<file path="src/design/ptma_pkg.sv">
`timescale 1ns / 1ps
`default_nettype none
// ----------------------------------------------------------------------------
// ptma_pkg
// Shared types and constants for the polynomial term merge adder.
// ----------------------------------------------------------------------------
package ptma_pkg;

    localparam int PTMA_DEPTH = 32;

    localparam logic [1:0] ACT_LOAD_A = 2'd0;
    localparam logic [1:0] ACT_LOAD_B = 2'd1;
    localparam logic [1:0] ACT_RUN    = 2'd2;

    typedef struct packed {
        logic [7:0]         expo;
        logic signed [15:0] coeff;
    } t_term;

    typedef struct packed {
        logic [1:0]         action;
        logic signed [15:0] coeff;
        logic [7:0]         expo;
    } t_in_beat;

    typedef struct packed {
        logic signed [16:0] sum_coeff;
        logic [7:0]         sum_expo;
        logic               is_empty;
        logic               dropped;
        logic               last;
    } t_out_beat;

    typedef struct packed {
        logic busy;
        logic done;
    } t_seq_stat;

endpackage
`default_nettype wire

</file>
<file path="src/design/ptma_ram.sv">
`timescale 1ns / 1ps
`default_nettype none
// ----------------------------------------------------------------------------
// ptma_ram
// Generic single write port, single read port RAM with registered read.
// ----------------------------------------------------------------------------
module ptma_ram #(
    parameter int WIDTH = 24,
    parameter int DEPTH = 32,
    localparam int AW   = (DEPTH > 1) ? $clog2(DEPTH) : 1
) (
    input  wire logic             i_clk,
    input  wire logic             i_we,
    input  wire logic [AW-1:0]    i_waddr,
    input  wire logic [WIDTH-1:0] i_wdata,
    input  wire logic [AW-1:0]    i_raddr,
    output logic      [WIDTH-1:0] o_rdata
);

    logic [WIDTH-1:0] r_mem [DEPTH];

    always_ff @(posedge i_clk) begin
        if (i_we) begin
            r_mem[i_waddr] <= i_wdata;
        end
        o_rdata <= r_mem[i_raddr];
    end

endmodule
`default_nettype wire

</file>
<file path="src/design/ptma_merge.sv">
`timescale 1ns / 1ps
`default_nettype none
// ----------------------------------------------------------------------------
// ptma_merge
// Merge sequencer: walks both term tables through one compare/add unit and
// emits sum terms into an output register.
// ----------------------------------------------------------------------------
module ptma_merge
    import ptma_pkg::*;
#(
    parameter int DEPTH = PTMA_DEPTH,
    localparam int AW   = (DEPTH > 1) ? $clog2(DEPTH) : 1,
    localparam int CW   = $clog2(DEPTH + 1)
) (
    input  wire logic          i_clk,
    input  wire logic          i_rst_n,
    input  wire logic          i_start,
    input  wire logic [CW-1:0] i_cnt_a,
    input  wire logic [CW-1:0] i_cnt_b,
    input  wire logic          i_dropped,
    input  wire t_term         i_rd_a,
    input  wire t_term         i_rd_b,
    output logic [AW-1:0]      o_addr_a,
    output logic [AW-1:0]      o_addr_b,
    output t_seq_stat          o_stat,
    output logic               o_out_valid,
    input  wire logic          i_out_ready,
    output t_out_beat          o_out
);

    typedef enum logic [1:0] {
        S_IDLE,
        S_READ,
        S_CMP,
        S_EMPTY
    } t_state;

    t_state          r_state, n_state;
    logic [CW-1:0]   r_ia, n_ia;
    logic [CW-1:0]   r_ib, n_ib;
    logic            r_out_valid, n_out_valid;
    t_out_beat       r_out, n_out;
    logic            done;

    logic            has_a, has_b, sel_a, sel_b, out_free;
    logic [CW-1:0]   ia_adv, ib_adv;
    logic [16:0]     add_a, add_b;

    // compare/add unit
    always_comb begin
        has_a  = (r_ia < i_cnt_a);
        has_b  = (r_ib < i_cnt_b);
        sel_a  = has_a && (!has_b || (i_rd_a.expo >= i_rd_b.expo));
        sel_b  = has_b && (!has_a || (i_rd_b.expo >= i_rd_a.expo));
        add_a  = sel_a ? {i_rd_a.coeff[15], i_rd_a.coeff} : 17'd0;
        add_b  = sel_b ? {i_rd_b.coeff[15], i_rd_b.coeff} : 17'd0;
        ia_adv = r_ia + CW'(sel_a);
        ib_adv = r_ib + CW'(sel_b);
    end

    assign out_free = !r_out_valid || i_out_ready;

    always_comb begin
        n_state     = r_state;
        n_ia        = r_ia;
        n_ib        = r_ib;
        n_out       = r_out;
        n_out_valid = r_out_valid && !i_out_ready;
        done        = 1'b0;
        case (r_state)
            S_IDLE: begin
                if (i_start) begin
                    n_ia    = '0;
                    n_ib    = '0;
                    n_state = ((i_cnt_a == '0) && (i_cnt_b == '0)) ? S_EMPTY : S_READ;
                end
            end
            S_READ: begin
                n_state = S_CMP;
            end
            S_CMP: begin
                if (out_free) begin
                    n_out_valid     = 1'b1;
                    n_out.sum_coeff = add_a + add_b;
                    n_out.sum_expo  = sel_a ? i_rd_a.expo : i_rd_b.expo;
                    n_out.is_empty  = 1'b0;
                    n_out.dropped   = i_dropped;
                    n_out.last      = !(ia_adv < i_cnt_a) && !(ib_adv < i_cnt_b);
                    n_ia            = ia_adv;
                    n_ib            = ib_adv;
                    done            = n_out.last;
                    n_state         = n_out.last ? S_IDLE : S_READ;
                end
            end
            S_EMPTY: begin
                if (out_free) begin
                    n_out_valid     = 1'b1;
                    n_out.sum_coeff = '0;
                    n_out.sum_expo  = '0;
                    n_out.is_empty  = 1'b1;
                    n_out.dropped   = i_dropped;
                    n_out.last      = 1'b1;
                    done            = 1'b1;
                    n_state         = S_IDLE;
                end
            end
            default: begin
                n_state = S_IDLE;
            end
        endcase
    end

    always_ff @(posedge i_clk) begin
        r_out <= n_out;
        r_ia  <= n_ia;
        r_ib  <= n_ib;
        if (!i_rst_n) begin
            r_state     <= S_IDLE;
            r_out_valid <= 1'b0;
        end else begin
            r_state     <= n_state;
            r_out_valid <= n_out_valid;
        end
    end

    assign o_addr_a    = r_ia[AW-1:0];
    assign o_addr_b    = r_ib[AW-1:0];
    assign o_stat.busy = (r_state != S_IDLE);
    assign o_stat.done = done;
    assign o_out_valid = r_out_valid;
    assign o_out       = r_out;

    a_start_idle: assert property (@(posedge i_clk) disable iff (!i_rst_n)
        i_start |-> (r_state == S_IDLE))
        else $error("run started while merge busy");

    a_done_last: assert property (@(posedge i_clk) disable iff (!i_rst_n)
        done |=> (r_out_valid && r_out.last && (r_state == S_IDLE)))
        else $error("run end without final beat");

    a_empty_last: assert property (@(posedge i_clk) disable iff (!i_rst_n)
        (r_out_valid && r_out.is_empty) |-> r_out.last)
        else $error("empty result not marked last");

    a_idx_bound: assert property (@(posedge i_clk) disable iff (!i_rst_n)
        (r_state == S_CMP) |-> ((r_ia <= i_cnt_a) && (r_ib <= i_cnt_b)
                                && ((r_ia < i_cnt_a) || (r_ib < i_cnt_b))))
        else $error("merge index out of range");

endmodule
`default_nettype wire

</file>
<file path="src/design/polynomial_term_merge_add.sv">
`timescale 1ns / 1ps
`default_nettype none
// ----------------------------------------------------------------------------
// polynomial_term_merge_add
// Loads two descending-exponent term tables and emits their sorted sum.
// ----------------------------------------------------------------------------
//  channel  | valid       | ready       | payload
//  ---------+-------------+-------------+--------------------------------------
//  input    | i_in_valid  | o_in_ready  | i_in  (action, coeff, expo)
//  output   | o_out_valid | i_out_ready | o_out (sum_coeff, sum_expo, is_empty,
//           |             |             |        dropped, last)
//
//  a term past DEPTH is dropped and flagged
//  a run takes two steps per result term: ram read, then compare/add
//  a run on two empty tables gives one is_empty beat
//  o_in_ready is low for the whole run; output back-pressure holds the merge
//  reset clears counts, flag and sequencer; table contents are not cleared
// ----------------------------------------------------------------------------
module polynomial_term_merge_add
    import ptma_pkg::*;
#(
    parameter int DEPTH = PTMA_DEPTH
) (
    input  wire logic i_clk,
    input  wire logic i_rst_n,
    input  wire logic i_in_valid,
    output logic      o_in_ready,
    input  wire t_in_beat i_in,
    output logic      o_out_valid,
    input  wire logic i_out_ready,
    output t_out_beat o_out
);

    localparam int AW = (DEPTH > 1) ? $clog2(DEPTH) : 1;
    localparam int CW = $clog2(DEPTH + 1);
    localparam int TW = $bits(t_term);

    logic [CW-1:0] r_cnt_a, n_cnt_a;
    logic [CW-1:0] r_cnt_b, n_cnt_b;
    logic          r_overflow, n_overflow;

    t_seq_stat     stat;
    logic          accept, we_a, we_b, start;
    logic [AW-1:0] addr_a, addr_b;
    t_term         wterm, rd_a, rd_b;

    assign o_in_ready = !stat.busy;
    assign accept     = i_in_valid && o_in_ready;
    assign wterm.expo  = i_in.expo;
    assign wterm.coeff = i_in.coeff;

    always_comb begin
        n_cnt_a    = r_cnt_a;
        n_cnt_b    = r_cnt_b;
        n_overflow = r_overflow;
        we_a       = 1'b0;
        we_b       = 1'b0;
        start      = 1'b0;
        if (accept) begin
            case (i_in.action)
                ACT_LOAD_A: begin
                    if (r_cnt_a < CW'(DEPTH)) begin
                        we_a    = 1'b1;
                        n_cnt_a = r_cnt_a + 1'b1;
                    end else begin
                        n_overflow = 1'b1;
                    end
                end
                ACT_LOAD_B: begin
                    if (r_cnt_b < CW'(DEPTH)) begin
                        we_b    = 1'b1;
                        n_cnt_b = r_cnt_b + 1'b1;
                    end else begin
                        n_overflow = 1'b1;
                    end
                end
                ACT_RUN: begin
                    start = 1'b1;
                end
                default: begin
                end
            endcase
        end
        // tables empty out when the final beat of a run is produced
        if (stat.done) begin
            n_cnt_a    = '0;
            n_cnt_b    = '0;
            n_overflow = 1'b0;
        end
    end

    always_ff @(posedge i_clk) begin
        if (!i_rst_n) begin
            r_cnt_a    <= '0;
            r_cnt_b    <= '0;
            r_overflow <= 1'b0;
        end else begin
            r_cnt_a    <= n_cnt_a;
            r_cnt_b    <= n_cnt_b;
            r_overflow <= n_overflow;
        end
    end

    ptma_ram #(
        .WIDTH (TW),
        .DEPTH (DEPTH)
    ) u_ram_a (
        .i_clk   (i_clk),
        .i_we    (we_a),
        .i_waddr (r_cnt_a[AW-1:0]),
        .i_wdata (wterm),
        .i_raddr (addr_a),
        .o_rdata (rd_a)
    );

    ptma_ram #(
        .WIDTH (TW),
        .DEPTH (DEPTH)
    ) u_ram_b (
        .i_clk   (i_clk),
        .i_we    (we_b),
        .i_waddr (r_cnt_b[AW-1:0]),
        .i_wdata (wterm),
        .i_raddr (addr_b),
        .o_rdata (rd_b)
    );

    ptma_merge #(
        .DEPTH (DEPTH)
    ) u_merge (
        .i_clk       (i_clk),
        .i_rst_n     (i_rst_n),
        .i_start     (start),
        .i_cnt_a     (r_cnt_a),
        .i_cnt_b     (r_cnt_b),
        .i_dropped   (r_overflow),
        .i_rd_a      (rd_a),
        .i_rd_b      (rd_b),
        .o_addr_a    (addr_a),
        .o_addr_b    (addr_b),
        .o_stat      (stat),
        .o_out_valid (o_out_valid),
        .i_out_ready (i_out_ready),
        .o_out       (o_out)
    );

endmodule
`default_nettype wire

</file>
<file path="config.mk">
export PLATFORM = sky130hd
export DESIGN_NAME = polynomial_term_merge_add
export DESIGN_NICKNAME = d
export VERILOG_FILES = /design/src/design/ptma_pkg.sv /design/src/design/ptma_ram.sv /design/src/design/ptma_merge.sv /design/src/design/polynomial_term_merge_add.sv
export SDC_FILE = /design/constraint.sdc
export NUM_CORES = 1
export LEC_CHECK = 0
export ABC_CLOCK_PERIOD_IN_PS = 4000
export BUFFER_PORTS_ARGS = -buffer_cell sky130_fd_sc_hd__buf_2
export CORE_ASPECT_RATIO = 0.7
export CORE_MARGIN = 5
export CORE_UTILIZATION = 50
export CTS_CLUSTER_DIAMETER = 200
export DETAILED_ROUTE_END_ITERATION = 7
export PLACE_DENSITY_LB_ADDON = 0.08
export SYNTH_ARGS = -nofsm -noshare
export SYNTH_HDL_FRONTEND = slang
export SYNTH_SLANG_ARGS = --single-unit
export TNS_END_PERCENT = 10
</file>
<file path="constraint.sdc">
create_clock -name i_clk -period 4 [get_ports i_clk]
set_input_delay 0.4 -clock i_clk [delete_from_list [all_inputs] [get_ports i_clk]]
set_output_delay 0.4 -clock i_clk [all_outputs]
set_load 0.1 [all_outputs]
</file>
==> key figures <==
Run status
  – Status: completed

Worst setup path
  – Family with the most delay on the worst path: compound AO/OA/AOI/OAI gates
  – CP Cell Sequence: ha_1 -> a21o_1 -> a31oi_2 -> o21ai_2 -> a21oi_4 -> a31oi_2 -> and2_1 -> ha_2 -> inv_1 -> fa_1 -> nand2b_1 -> a21oi_2 -> a31oi_1 -> o41ai_2 -> buf_4 -> xnor2_1 -> nor2_1
  – FF-to-FF path depth: 17
  – Setup crit start: u_merge.r_ia[2]
  – Most frequent CP cell: a31oi_2
  – CP Capture Point: u_merge.o_out[23]
  – RR Startpoint: u_merge.r_ia[2]
  – CP Launch Type: flip-flop
  – CP Class: flip-flop to flip-flop
  – CP required: about 4.5 ns
  – Crit path capture type: flip-flop
  – WP buf/inv: 2
  – CP Depth: 17
  – CP max-delay cell: fa_1
  – Crit Path Max Fanout: 4
  – CP peak stage delay: 0.44 ns
  – Worst reg2reg setup slack: around 0.22 ns
  – Data arrival, critical path: about 4.3 ns
  – Worst r2r dst: u_merge.o_out[23]

Timing
  – Final Hold Fails: 0
  – Slew margin rel.: between 15 and 20%
  – Clock Skews: between 0.015 and 0.02 ns
  – Slew @ Worst Pin: about 1.3 ns
  – Setup-failing EPs final: 0
  – Fmax: roughly 260 MHz
  – Fin. max-slew vios: 0
  – Post-route clock period utilization: a little over nine tenths
  – Final worst path period need: ~3.8 ns

Pwr
  – Int Power: around 29 mW
  – Switching Power: 8.41 mW
  – Max IR drop VDD: just over 400 uV
  – Sw frac: about 22%
  – Reg power frac: slightly above 50%
  – Power share of the combinational group: a little under a tenth
  – PwrDens: approximately 520 nW/um2
  – Lkg Pwr: ~23 nW
  – Clock network fraction of design power: about two fifths

Drt
  – Routed Antenna Nets: 0
  – Detailed-router iteration count before antenna repair: 5
  – DRC errors left: 0
  – WL/cell: about 33 um
  – Initial DRC count: between 3000 and 4000
  – Via density: 6.16
  – WL final: roughly 160 mm
  – Via Count: 29600

Placed design
  – Gp weighted congestion: roughly 0.85
  – DP Wirelength: between 80 and 90 mm
  – Placed Instances: between 4000 and 5000
  – PortBufs: 59
  – Placed standard-cell area: 67200 um2

Synthesis
  – FF+latch count, synth: 1640
  – Sequential fraction of the synthesis area: between 70 and 80%
  – Ys Warns: 0
  – Synth cell types: between 40 and 50
  – Mapped Area: 63400 um2
  – Syn Inst Count: 2765
  – Main synth FF type: edfxtp_1
  – Post-Syn Nets: approximately 2900
  – Post-synth EDFFs: around 1600
  – Mapped Avg Cell Area: roughly 23 um2
  – Ys async rst share: 0%

Final layout
  – Layout Cells excl Fill: 4804
  – # nets final: about 3100
  – P&R area growth vs syn: 14.1%
  – Layout cells sized above 1: approximately 33%
  – Final instance area: between 70000 and 80000 um2

GRT
  – Initial antenna violation count: 23
  – Vias in the first global route: approximately 30000
  – Total gr overflow: 0
  – First-pass GRT wire length: about 220 mm
  – Total track usage: a little under a quarter
  – Largest net degree at the start of global routing: ~140

Clock tree
  – TritonCTS clock tree: done
  – CTS buffer count: approximately 160
  – Clk buf depth: 3
  – Num Clock Sinks: 1640
  – Clock Root Buffer: clkbuf_16
  – H-Tree Depth: 4
  – Clock Latency Late Sink: a little under 0.8 ns
  – CTS clk-pin slew, worst paths: around 0.07 ns

Hold path
  – Hold Path Cell Cnt: 1
  – Hold WC Path Type: input port to flip-flop

Floorplan
  – Initial Util: between 50% and 60%
  – Core footprint: approximately 130000 um2
  – Row count: about 110
  – Die width: 436 um
  – Die footprint: approximately 130000 um2
  – I/O pins: 60
  – DIE HEIGHT: about 310 um

Flow run
  – Max-Cap Viols: 0
-- metal layers --
metal	global-route usage [%]	routed length (um)
met4	5.22	2490
met1	36.9	70700
met3	5.72	13700
met2	34.4	69800
met5	0	26
-- through the flow --
step / worst slack (ns) / total power [mW] / TNS [ns] / hold slack [ns] / util (%)
5_1_grt: -0.0184 / 38.7 / -0.0339 / 0.0649 / 57.4
3_3_place_gp: -0.0463 / 22.9 / -0.0686 / 0.448 / 53.2
3_5_place_dp: -0.166 / 23.0 / -0.661 / 0.432 / 53.2
2_1_floorplan: 0.0662 / 21.6 / 0 / 0.409 / -
6_report: 0.220 / 37.4 / 0 / 0.0904 / 57.4
4_1_cts: 0.0151 / 37.8 / 0 / 0.0348 / 57.3
-- synthesized netlist by cell type, types with 2 or more instances --
master    number  share of area (%)
and2_1        30               0.30
ha_1          56                1.1
edfxtp_1    1576                 75
mux2i_1        5              0.079
a21boi_0       2              0.024
buf_1         16              0.095
nor2b_1        6              0.059
xnor2_1       21               0.29
o211ai_1       4              0.047
inv_1         26               0.15
dfxtp_1       64                2.0
xor2_1         5              0.069
buf_2         28               0.22
buf_6          4              0.071
nand2b_1      10              0.099
o22ai_1        2              0.020
and3_1        19               0.19
o41ai_1        2              0.028
a31oi_1        7              0.069
nand2_2        2              0.020
a21oi_1       37               0.29
a21o_1         9               0.11
mux2_2        48               0.85
nand4_1        7              0.069
o21a_1         2              0.024
clkbuf_1      72               0.43
a211oi_1       3              0.035
nand3_1       33               0.26
buf_4         10               0.12
nor3_1         2              0.016
nor2_1       111               0.66
o21ai_0       21               0.17
mux4_2       480                 17
nand2_1       32               0.19
-- final cells by class --
class,instances,area [um2]
Antenna cell,5,12.5
Clock buffer,214,4370
Clock inverter,73,746
Fill cell,9079,53800
Inverter,26,97.6
Multi-Input combinational cell,969,14700
Sequential cell,1640,48600
Tap cell,1665,2080
Timing Repair Buffer,212,1770
-- worst register-to-register path, cell delays in order (launching register included) --
cell	delay, ns
edfxtp_1	0.41
ha_1	0.34
a21o_1	0.14
a31oi_2	0.05
o21ai_2	0.20
a21oi_4	0.11
a31oi_2	0.24
and2_1	0.16
ha_2	0.20
inv_1	0.07
fa_1	0.44
nand2b_1	0.19
a21oi_2	0.19
a31oi_1	0.14
o41ai_2	0.26
buf_4	0.18
xnor2_1	0.11
nor2_1	0.06
-- sequential cells by signal (all words and copies together), names as in the netlist --
signal / flops
r_cnt_a: 6
r_overflow: 1
u_merge.r_state: 2
u_ram_b.o_rdata: 24
u_ram_b.r_mem: 768
u_merge.r_ib: 6
u_merge.r_ia: 6
u_ram_a.o_rdata: 24
r_cnt_b: 6
u_merge.o_out_valid: 1
u_merge.o_out: 28
u_ram_a.r_mem: 768
-- what timing repair did --
action,4_1_cts,5_1_grt
resized for setup,4,16
hold endpoints to repair,3,0
pin swaps,0,4
buffers inserted,0,1
setup endpoints to repair,7,27
hold buffers,2,0
-- how the worst min path moves through the flow --
stage / slack (ns) / endpoint / start
floorplan: 0.41 / u_merge.o_out[1] / r_overflow
global placement: 0.45 / u_merge.o_out[1] / r_overflow
detailed placement: 0.43 / u_merge.o_out[1] / r_overflow
CTS: 0.03 / u_ram_a.r_mem[20][17] / i_in[1]
global route: 0.06 / u_ram_a.r_mem[20][17] / i_in[1]
finish: 0.09 / u_ram_a.r_mem[20][17] / i_in[1]
-- power by group through the flow --
stage               registers, mW  logic [mW]  clock network, mW
finish                       19.2        3.47               14.8
global route                 19.2        3.72               15.9
CTS                          19.2        3.47               15.1
floorplan                    19.7        1.99                  0
global placement             19.5        3.40                  0
detailed placement           19.5        3.45                  0
-- cells by family after synthesis --
kind of cell	share of synthesized area (%)
mux	18.0
simple gates	1.93
fa+ha+maj	1.14
compound gates	0.905
xor+xnor	0.359
flops	76.6
buf+inv	1.08
-- placed cells by master (no fill, tap or decap), drive strengths merged, types with 9 or more instances in the layout --
cell type  count
a21o           9
a21oi         37
and2          30
and3          19
buf          210
bufinv        15
clkbuf       214
clkinv        49
dfxtp         64
edfxtp      1576
ha            56
inv           33
mux2          48
mux4         480
nand2         34
nand2b        10
nand3         33
nor2         111
o21ai         21
xnor2         21
No activity file was read; power rests on OpenSTA's default activity.
